[src/rtl/core/spq_pkg.sv]
// ----------------------------------------------------------------------------
// spq_pkg
// Shared types and constants for the sorted priority queue.
// ----------------------------------------------------------------------------
package spq_pkg;

  localparam int Capacity  = 16;
  localparam int KeyBits   = 16;
  localparam int FieldKeyW = 16;
  localparam int HandleW   = 16;
  localparam int CountW    = 5;
  localparam int StatusW   = 2;

  localparam int StoreKeyW = (KeyBits < FieldKeyW) ? KeyBits : FieldKeyW;
  localparam int CntW      = $clog2(Capacity + 1);

  typedef enum logic {
    MODE_ENQ = 1'b0,
    MODE_DEQ = 1'b1
  } mode_e;

  typedef enum logic [StatusW-1:0] {
    STATUS_OK    = 2'd0,
    STATUS_EMPTY = 2'd1,
    STATUS_FULL  = 2'd2
  } status_e;

  typedef struct packed {
    logic                 enq;
    logic                 deq;
    logic [StoreKeyW-1:0] key;
    logic [HandleW-1:0]   handle;
    logic [CntW-1:0]      count;
  } cell_ctrl_t;

endpackage

[src/rtl/core/spq_req_if.sv]
// ----------------------------------------------------------------------------
// spq_req_if
// Request channel: enqueue or dequeue transaction.
// ----------------------------------------------------------------------------
interface spq_req_if
  import spq_pkg::*;
();
  logic                 valid;
  logic                 ready;
  logic                 mode;
  logic [FieldKeyW-1:0] item_key;
  logic [HandleW-1:0]   item_handle;

  modport source (output valid, output mode, output item_key, output item_handle,
                  input ready);
  modport sink   (input valid, input mode, input item_key, input item_handle,
                  output ready);
endinterface

[src/rtl/core/spq_rsp_if.sv]
// ----------------------------------------------------------------------------
// spq_rsp_if
// Response channel: status, dequeued entry and occupancy.
// ----------------------------------------------------------------------------
interface spq_rsp_if
  import spq_pkg::*;
();
  logic                 valid;
  logic                 ready;
  logic [StatusW-1:0]   status;
  logic [FieldKeyW-1:0] out_key;
  logic [HandleW-1:0]   out_handle;
  logic [CountW-1:0]    entry_count;

  modport source (output valid, output status, output out_key, output out_handle,
                  output entry_count, input ready);
  modport sink   (input valid, input status, input out_key, input out_handle,
                  input entry_count, output ready);
endinterface

[src/rtl/core/spq_cell.sv]
// ----------------------------------------------------------------------------
// spq_cell
// One queue slot: compares the incoming key, then loads the new entry,
// takes the left neighbor (insert shift) or the right neighbor (pop shift).
// ----------------------------------------------------------------------------
module spq_cell
  import spq_pkg::*;
(
  input  logic                 clk_i,
  input  logic [CntW-1:0]      idx_i,
  input  cell_ctrl_t           ctrl_i,
  input  logic                 left_goes_i,
  input  logic [StoreKeyW-1:0] left_key_i,
  input  logic [HandleW-1:0]   left_handle_i,
  input  logic [StoreKeyW-1:0] right_key_i,
  input  logic [HandleW-1:0]   right_handle_i,
  output logic                 goes_o,
  output logic [StoreKeyW-1:0] key_o,
  output logic [HandleW-1:0]   handle_o
);

  logic [StoreKeyW-1:0] key_q, key_d;
  logic [HandleW-1:0]   handle_q, handle_d;
  logic                 occupied;

  // slot holds an entry; goes_o marks a slot at or past the insertion point
  assign occupied = idx_i < ctrl_i.count;
  assign goes_o   = !occupied || (ctrl_i.key <= key_q);

  always_comb begin
    key_d    = key_q;
    handle_d = handle_q;
    if (ctrl_i.enq) begin
      if (left_goes_i) begin
        key_d    = left_key_i;
        handle_d = left_handle_i;
      end else if (goes_o) begin
        key_d    = ctrl_i.key;
        handle_d = ctrl_i.handle;
      end
    end else if (ctrl_i.deq) begin
      key_d    = right_key_i;
      handle_d = right_handle_i;
    end
  end

  always_ff @(posedge clk_i) begin
    key_q    <= key_d;
    handle_q <= handle_d;
  end

  assign key_o    = key_q;
  assign handle_o = handle_q;

endmodule

[src/rtl/core/sorted_priority_queue_core.sv]
// ----------------------------------------------------------------------------
// sorted_priority_queue_core
// Bounded priority queue kept in ascending key order in a row of cells.
// ----------------------------------------------------------------------------
// Each request transaction (enqueue or dequeue) yields one response
// transaction via the response register. Every cell compares the new key
// against its own entry in parallel, so a sorted insert or a head pop moves
// all cells at once; a request is accepted every cycle while the response
// register is empty or being drained. Among equal keys the newest entry
// leaves first. Enqueue on a full queue and dequeue on an empty one leave the
// contents untouched and report it in status. No clearing pass after reset.
// ----------------------------------------------------------------------------
module sorted_priority_queue_core
  import spq_pkg::*;
(
  input  logic      clk_i,
  input  logic      rst_ni,
  spq_req_if.sink   req_i,
  spq_rsp_if.source rsp_o
);

  logic [CntW-1:0]      count_q, count_d;
  logic                 rsp_valid_q;
  logic [StatusW-1:0]   status_q, status_d;
  logic [FieldKeyW-1:0] out_key_q, out_key_d;
  logic [HandleW-1:0]   out_handle_q, out_handle_d;
  logic [CountW-1:0]    entry_count_q;
  logic                 fire, is_full, is_empty;
  cell_ctrl_t           ctrl;

  logic                 goes   [Capacity];
  logic [StoreKeyW-1:0] keys   [Capacity];
  logic [HandleW-1:0]   hdls   [Capacity];

  logic [StoreKeyW+FieldKeyW-1:0] head_key_ext;
  logic [CntW+CountW-1:0]         count_ext;

  assign req_i.ready = !rsp_valid_q || rsp_o.ready;
  assign fire        = req_i.valid && req_i.ready;
  assign is_full     = count_q == CntW'(Capacity);
  assign is_empty    = count_q == '0;

  assign ctrl.enq    = fire && (req_i.mode == MODE_ENQ) && !is_full;
  assign ctrl.deq    = fire && (req_i.mode == MODE_DEQ) && !is_empty;
  assign ctrl.key    = req_i.item_key[StoreKeyW-1:0];
  assign ctrl.handle = req_i.item_handle;
  assign ctrl.count  = count_q;

  assign head_key_ext = {{FieldKeyW{1'b0}}, keys[0]};
  assign count_ext    = {{CountW{1'b0}}, count_d};

  for (genvar i = 0; i < Capacity; i++) begin : g_cell
    logic                 l_goes;
    logic [StoreKeyW-1:0] l_key, r_key;
    logic [HandleW-1:0]   l_hdl, r_hdl;

    if (i == 0) begin : g_first
      assign l_goes = 1'b0;
      assign l_key  = '0;
      assign l_hdl  = '0;
    end else begin : g_mid
      assign l_goes = goes[i-1];
      assign l_key  = keys[i-1];
      assign l_hdl  = hdls[i-1];
    end

    if (i == Capacity - 1) begin : g_last
      assign r_key = '0;
      assign r_hdl = '0;
    end else begin : g_inner
      assign r_key = keys[i+1];
      assign r_hdl = hdls[i+1];
    end

    spq_cell u_cell (
      .clk_i          (clk_i),
      .idx_i          (CntW'(i)),
      .ctrl_i         (ctrl),
      .left_goes_i    (l_goes),
      .left_key_i     (l_key),
      .left_handle_i  (l_hdl),
      .right_key_i    (r_key),
      .right_handle_i (r_hdl),
      .goes_o         (goes[i]),
      .key_o          (keys[i]),
      .handle_o       (hdls[i])
    );
  end

  always_comb begin
    count_d      = count_q;
    status_d     = STATUS_OK;
    out_key_d    = '0;
    out_handle_d = '0;
    if (req_i.mode == MODE_ENQ) begin
      if (is_full) begin
        status_d = STATUS_FULL;
      end else begin
        count_d = count_q + CntW'(1);
      end
    end else begin
      if (is_empty) begin
        status_d = STATUS_EMPTY;
      end else begin
        count_d      = count_q - CntW'(1);
        out_key_d    = head_key_ext[FieldKeyW-1:0];
        out_handle_d = hdls[0];
      end
    end
  end

  always_ff @(posedge clk_i or negedge rst_ni) begin
    if (!rst_ni) begin
      count_q     <= '0;
      rsp_valid_q <= 1'b0;
    end else begin
      if (fire) begin
        count_q     <= count_d;
        rsp_valid_q <= 1'b1;
      end else if (rsp_o.ready) begin
        rsp_valid_q <= 1'b0;
      end
    end
  end

  always_ff @(posedge clk_i) begin
    if (fire) begin
      status_q      <= status_d;
      out_key_q     <= out_key_d;
      out_handle_q  <= out_handle_d;
      entry_count_q <= count_ext[CountW-1:0];
    end
  end

  assign rsp_o.valid       = rsp_valid_q;
  assign rsp_o.status      = status_q;
  assign rsp_o.out_key     = out_key_q;
  assign rsp_o.out_handle  = out_handle_q;
  assign rsp_o.entry_count = entry_count_q;

endmodule

[src/flat_wrapper.sv]
// flat-port wrapper written by rule: the top's interface ports become plain ports
module sorted_priority_queue_core_flat import spq_pkg::*;
  (clk_i, rst_ni, req_i_valid, req_i_mode, req_i_item_key, req_i_item_handle, req_i_ready, rsp_o_valid, rsp_o_status, rsp_o_out_key, rsp_o_out_handle, rsp_o_entry_count, rsp_o_ready);
  spq_req_if req_i_i ();
  spq_rsp_if rsp_o_i ();
  input  logic clk_i;
  input  logic rst_ni;
  input wire logic [$bits(req_i_i.valid)-1:0] req_i_valid;
  input wire logic [$bits(req_i_i.mode)-1:0] req_i_mode;
  input wire logic [$bits(req_i_i.item_key)-1:0] req_i_item_key;
  input wire logic [$bits(req_i_i.item_handle)-1:0] req_i_item_handle;
  output wire logic [$bits(req_i_i.ready)-1:0] req_i_ready;
  output wire logic [$bits(rsp_o_i.valid)-1:0] rsp_o_valid;
  output wire logic [$bits(rsp_o_i.status)-1:0] rsp_o_status;
  output wire logic [$bits(rsp_o_i.out_key)-1:0] rsp_o_out_key;
  output wire logic [$bits(rsp_o_i.out_handle)-1:0] rsp_o_out_handle;
  output wire logic [$bits(rsp_o_i.entry_count)-1:0] rsp_o_entry_count;
  input wire logic [$bits(rsp_o_i.ready)-1:0] rsp_o_ready;
  assign req_i_i.valid = req_i_valid;
  assign req_i_i.mode = req_i_mode;
  assign req_i_i.item_key = req_i_item_key;
  assign req_i_i.item_handle = req_i_item_handle;
  assign req_i_ready = req_i_i.ready;
  assign rsp_o_valid = rsp_o_i.valid;
  assign rsp_o_status = rsp_o_i.status;
  assign rsp_o_out_key = rsp_o_i.out_key;
  assign rsp_o_out_handle = rsp_o_i.out_handle;
  assign rsp_o_entry_count = rsp_o_i.entry_count;
  assign rsp_o_i.ready = rsp_o_ready;
  sorted_priority_queue_core u_core (.clk_i(clk_i), .rst_ni(rst_ni), .req_i(req_i_i), .rsp_o(rsp_o_i));
endmodule
[config.mk]
export PLATFORM = sky130hd
export DESIGN_NAME = sorted_priority_queue_core_flat
export DESIGN_NICKNAME = d
export VERILOG_FILES = /design/src/rtl/core/spq_pkg.sv /design/src/rtl/core/spq_req_if.sv /design/src/rtl/core/spq_rsp_if.sv /design/src/rtl/core/spq_cell.sv /design/src/rtl/core/sorted_priority_queue_core.sv /design/src/flat_wrapper.sv
export SDC_FILE = /design/constraint.sdc
export NUM_CORES = 2
export LEC_CHECK = 0
export BUFFER_PORTS_ARGS = -buffer_cell sky130_fd_sc_hd__buf_2
export CAP_MARGIN = 10
export CORE_UTILIZATION = 65
export CTS_BUF_LIST = sky130_fd_sc_hd__clkbuf_4 sky130_fd_sc_hd__clkbuf_8
export DETAILED_ROUTE_END_ITERATION = 16
export GPL_TIMING_DRIVEN = 0
export HOLD_SLACK_MARGIN = 0.08
export PLACE_DENSITY = 0.79
export SLEW_MARGIN = 20
export SYNTH_ARGS = -nofsm -noshare
export SYNTH_HDL_FRONTEND = slang
export SYNTH_SLANG_ARGS = --single-unit
[constraint.sdc]
create_clock -name clk_i -period 8.9 [get_ports clk_i]
set_input_delay 1.78 -clock clk_i [delete_from_list [all_inputs] [get_ports clk_i]]
set_output_delay 1.78 -clock clk_i [all_outputs]
set_load 0.05 [all_outputs]
# Yosys cells after proc, flatten, opt, wreduce, memory -nomap -nowiden
# Index checks and enable logic that the tools add are counted.
# op_classes
n_eq_ne	17
magnitude_cmp	32
bitwise	1
reduce_logical	61
addsub	2
mux	133
# ops
cell	count
2-to-1 mux 16 bit	125
<= comparator 16 bit	16
inequality test 3 bit (second input constant)	15
< comparator 4 x 5 -> 1 bit (first input constant)	8
AND reduction 2 bit	16
< comparator 3 x 5 -> 1 bit (first input constant)	4
zero test 1 bit	19
logical OR 1 bit	17
2-to-1 mux 5 bit	3
< comparator 1 x 5 -> 1 bit (first input constant)	2
< comparator 2 x 5 -> 1 bit (first input constant)	2
adder 5 x 1 -> 5 bit (second input constant)	1
== test 5 bit (second input constant)	1
logical AND 1 bit	5
zero test 5 bit	1
subtractor 5 x 1 -> 5 bit (second input constant)	1
2-to-1 mux 2 bit	2
nonzero test 2 bit	2
2-to-1 mux 1 bit	3
inequality test 2 bit (second input constant)	1
OR reduction 2 bit	1
NOT 1 bit	1
# totals
in_bits	37
regBits	557
wordCells	284
out_inout_bits	41

# Longest topological paths before layout
# depth
ltp_word	7
ltp_mapped	12
ltp_nobuf	8

# Modules after synthesis
# From an unflattened synthesis, not the netlist that was laid out.
# hier_totals
cells_unflattened	3568
area_unflattened_um2	36155.9
# by_module_without_submodules
mod	seq_area_each_um2	cells_per_inst	n_inst	area_each_um2
spq_cell at u_core.g_cell[0].u_cell ...	960.9	214	13	2135.8
spq_cell at u_core.g_cell[7].u_cell ...	960.9	214	3	2134.5
sorted_priority_queue_core	1321.3	144	1	1986.9

# Worst setup path after synthesis
# Ideal clock, no wire load.
# synth_path
kind	in2reg
start	input rsp_o_ready
end	register u_core.g_cell[2].u_cell.handle_q[0] (enable)
n_path_buf	3
path_slack_ns	2.627
arrival_ns	5.807
path_stages	7
path_cell_list	nand2b_1 and2_1 buf_2 nand2_1 buf_2 clkbuf_1 o21ai_0
# synth_between
elab_chain_cells	6
word_cells_on_any_way	9
# synth_lines
element	line	rtl
start, declared	flat_wrapper.sv:18	input wire logic [$bits(rsp_o_i.ready)-1:0] rsp_o_ready;
logical OR 1 bit (*)	sorted_priority_queue_core.sv:38	assign req_i.ready = !rsp_valid_q || rsp_o.ready;
logical AND 1 bit (*)	sorted_priority_queue_core.sv:39	assign fire = req_i.valid && req_i.ready;
named net u_core.fire	sorted_priority_queue_core.sv:28	logic fire, is_full, is_empty;
logical AND 1 bit, on equally long branches (2 in a row)	sorted_priority_queue_core.sv:43, sorted_priority_queue_core.sv:44	
inequality test 3 bit (no line) / nonzero test 2 bit (equally long branches)	-	
AND reduction 2 bit (no line) (*)	-	
end signal, assigned	spq_cell.sv:49	handle_q <= handle_d;
end, declared	spq_cell.sv:23	logic [HandleW-1:0] handle_q, handle_d;
# The timed path passes the listed nets; every way through them passes the cells marked *.
# A chain may end at the register's enable or synchronous reset.

# Final worst setup path
# layout_path
start	register u_core.count_q[4]
end	register u_core.g_cell[0].u_cell.handle_q[6] (enable)
# layout_between
elab_chain_cells	5
word_cells_on_any_way	12
# layout_lines
element	line	rtl
start, declared	sorted_priority_queue_core.sv:22	logic [CntW-1:0] count_q, count_d;
start signal, assigned	sorted_priority_queue_core.sv:118	count_q <= count_d;
< comparator 1 x 5 -> 1 bit (tied with other cells)	spq_cell.sv:27	assign occupied = idx_i < ctrl_i.count;
zero test 1 bit, on equally long branches	spq_cell.sv:28, sorted_priority_queue_core.sv:43, sorted_priority_queue_core.sv:44	
logical OR 1 bit (tied with other cells)	spq_cell.sv:28	assign goes_o = !occupied || (ctrl_i.key <= key_q);
inequality test 2 bit (no line) / nonzero test 2 bit (equally long branches)	-	
AND reduction 2 bit (no line) (*)	-	
end signal, assigned	spq_cell.sv:49	
end, declared	spq_cell.sv:23	
# Mark *: on every way between the ends. The rest lies on a longest branch, timed or not.

==> flow_summary.toml <==
[status]
status = "finished clean"

[global_routing]
grt_start_max_net_pins = 47
antenna_found_initial = 3
grt_pass1_vias = 29500
grt_pass1_wl_mm = 167
grt-ovfl-total = 0
grt_usage_pct = 41.3

[floorplanning]
rows = 83
io_pins = 78
core-area_sq_um = 51400
die-area_sq_um = 53000
initial_core_util_pct = 65.9
die_h_microns = 230
die_w_microns = 230

[cells_and_area]
n_fill_cell = 3815
final_nets = 3694
syn_to_final_growth_pct = 11.1
regArea_sq_um = 16700
multi_input_area_sq_um = 15100
drive_above_1_share_pct = 11.3
layout_common_cells = "edfxtp_1 (551), nand2_1 (423), o211ai_1 (342)"
final_common_cell = "edfxtp_1"
final_cell_area_sq_um = 37600
final_core_util_pct = 73.2

[clocking]
cts_sinks = 557
cts.clk_slew.worst_paths_ns = 0.06
cts_buffers = 96
cts_tree = "done"
cts_hold_buf = 0
clk_latency_ns = 0.72
cts_setup_buffers = 0
cts_buffer_depth = 3
htreeDepth = 3
cts_resized = 0
cts-root-buf = "clkbuf_8"

[power]
ir_drop_mv = 0.177
p_leak_uw = 0.0143
power_density_nw_per_um2 = 234
p_total_uw = 8820

[run]
drv_cap = 0

[worst_setup_path]
max_stage_delay_ns = 0.81
critical_path_class = "reg2reg"
crit_family = "buffers and inverters"
cp_common_cell = "clkbuf_1"
critPathArrivalTime_ns = 5.50
crit_slowest_cell = "clkbuf_1"
crit_path_max_fanout = 32
crit_chain = "clkbuf_1 -> clkbuf_1 -> o21a_1 -> clkbuf_1 -> nand2_1 -> buf_2 -> nand2_2"
critical_path_buf_inv_count = 4
worstPathRequired_ns = 9.23
cp-start-kind = "flop"
cp-end-kind = "flop"

[synthesis]
synth_top_area_share_pct = 48.9
ys_seq_area_share_pct = 49.3
ys_ff_latch = 557
ys_types = 63
async_flop_share_pct = 1.08
synth.avg_cell_area_sq_um = 10.5
synth_edf_count = 551
syn-instance-count = 3210
synth_nets = 3506
yosysWarningCount = 0
syn_area_sq_um = 33900
ys_top_cells_by_area = "edfxtp_1 (49%), ha_1 (9.6%), o211ai_1 (7.6%)"
synthFlopType = "edfxtp_1"
yosysTopAreaCell = "edfxtp_1"

[sta]
relSlewSlack_pct = 33.8
setup_viol = 0
fmax_mhz = 194
rsz0062_at_grt = "no"
tightest_slew_ns = 0.993
fin_crit_sh_pct = 58.0
slew_violations = 0
tns_ns = 0
fin_skew_ns = 0.0414
fin_crit_ns = 5.16
hold_viol = 0

[place]
postPlaceCellArea_sq_um = 35600
routabilityCongestion = 0.964
dp_hpwl_mm = 84.9
numPortBuffers = 76

[drt]
avgRoutedWirePerCell_microns = 26.6
route.antenna.remaining_nets = 0
drc = 0
drt-total-wl_mm = 111
vias = 29300
first_iter_violations = 3780
vias_per_cell = 7.04
firstDrtPassIters = 7

[hold_path]
hold_path_class = "reg2reg"
[layout make-up]
type / count / share of cell area (%)
Inverter: 259 / 2.58
Clock inverter: 46 / 0.851
Timing Repair Buffer: 90 / 2.04
Multi-Input combinational cell: 2118 / 40.3
Clock buffer: 133 / 4.40
Sequential cell: 557 / 44.4
Buffer: 276 / 3.21
Antenna cell: 2 / 0.0133
Tap cell: 680 / 2.26
[layer usage]
metal | global-route usage, % | part of all wire (%)
met5 | 0 | 0.022
met4 | 17.5 | 4.0
met3 | 7.99 | 11
met2 | 62.5 | 44
met1 | 58.1 | 41
[cells by family after synthesis]
group / share of synthesized area, %
muxes: 3.98
adders and majority gates: 9.57
DFF: 49.3
and+or+nand+nor: 12.0
AOI/OAI and AO/OA: 18.7
buffers and inverters: 6.42
xor gates and xnor gates: 0.0776
[cells in the mapped netlist (88+ instances only)]
library cell / instances
a21oi_1: 98
inv_1: 259
ha_1: 259
o221ai_1: 156
o21ai_0: 144
nand3_1: 88
nand4_1: 178
edfxtp_1: 551
nand2_1: 424
clkbuf_1: 191
o211ai_1: 342
mux2i_1: 130
[metrics by stage]
step	instances	hold WS, ns	setup slack (ns)
2_1_floorplan	3210	0.496	2.63
3_3_place_gp	3966	0.502	0.738
3_5_place_dp	3980	0.517	3.37
4_1_cts	4159	0.536	3.99
5_1_grt	4161	0.572	3.67
6_report	4161	0.530	3.74
[report_power, final]
group	total [uW]	switching [uW]	internal, uW
logic	2670	1860	811
registers	3680	236	3440
clock network	2470	1170	1300
[registers in the layout, summed over array words and instances, names as in the netlist]
register,count
u_core.count_q,5
u_core.g_cell.u_cell.handle_o,256
u_core.g_cell.u_cell.key_o,256
u_core.rsp_o.entry_count,5
u_core.rsp_o.out_handle,16
u_core.rsp_o.out_key,16
u_core.rsp_o.status,2
u_core.rsp_o.valid,1
[worst paths after layout]
check | startpoint | endpoint | slack [ns] | depth (start not counted)
setup reg to reg | u_core.count_q[4]$_DFFE_PN0P_ | u_core.g_cell[0].u_cell.handle_o[6]$_DFFE_PP_ | 3.74 | 7
setup / recovery | u_core.count_q[4]$_DFFE_PN0P_ | u_core.g_cell[0].u_cell.handle_o[6]$_DFFE_PP_ | 3.74 | 7
hold reg to reg | u_core.rsp_o.valid$_DFFE_PN0P_ | u_core.rsp_o.valid$_DFFE_PN0P_ | 0.53 | 2
hold / removal | u_core.rsp_o.valid$_DFFE_PN0P_ | u_core.rsp_o.valid$_DFFE_PN0P_ | 0.53 | 2
min in group asynchronous | rst_ni | u_core.count_q[2]$_DFFE_PN0P_ | 0.89 | 1
max in group asynchronous | rst_ni | u_core.count_q[4]$_DFFE_PN0P_ | 7.85 | 1
[tightest hold or removal path: stages (launching register included)]
cell	delay (ns)
dfrtp_1	0.34
nand2b_1	0.08
nand2b_1	0.08
(Power assumes the default switching activity.)
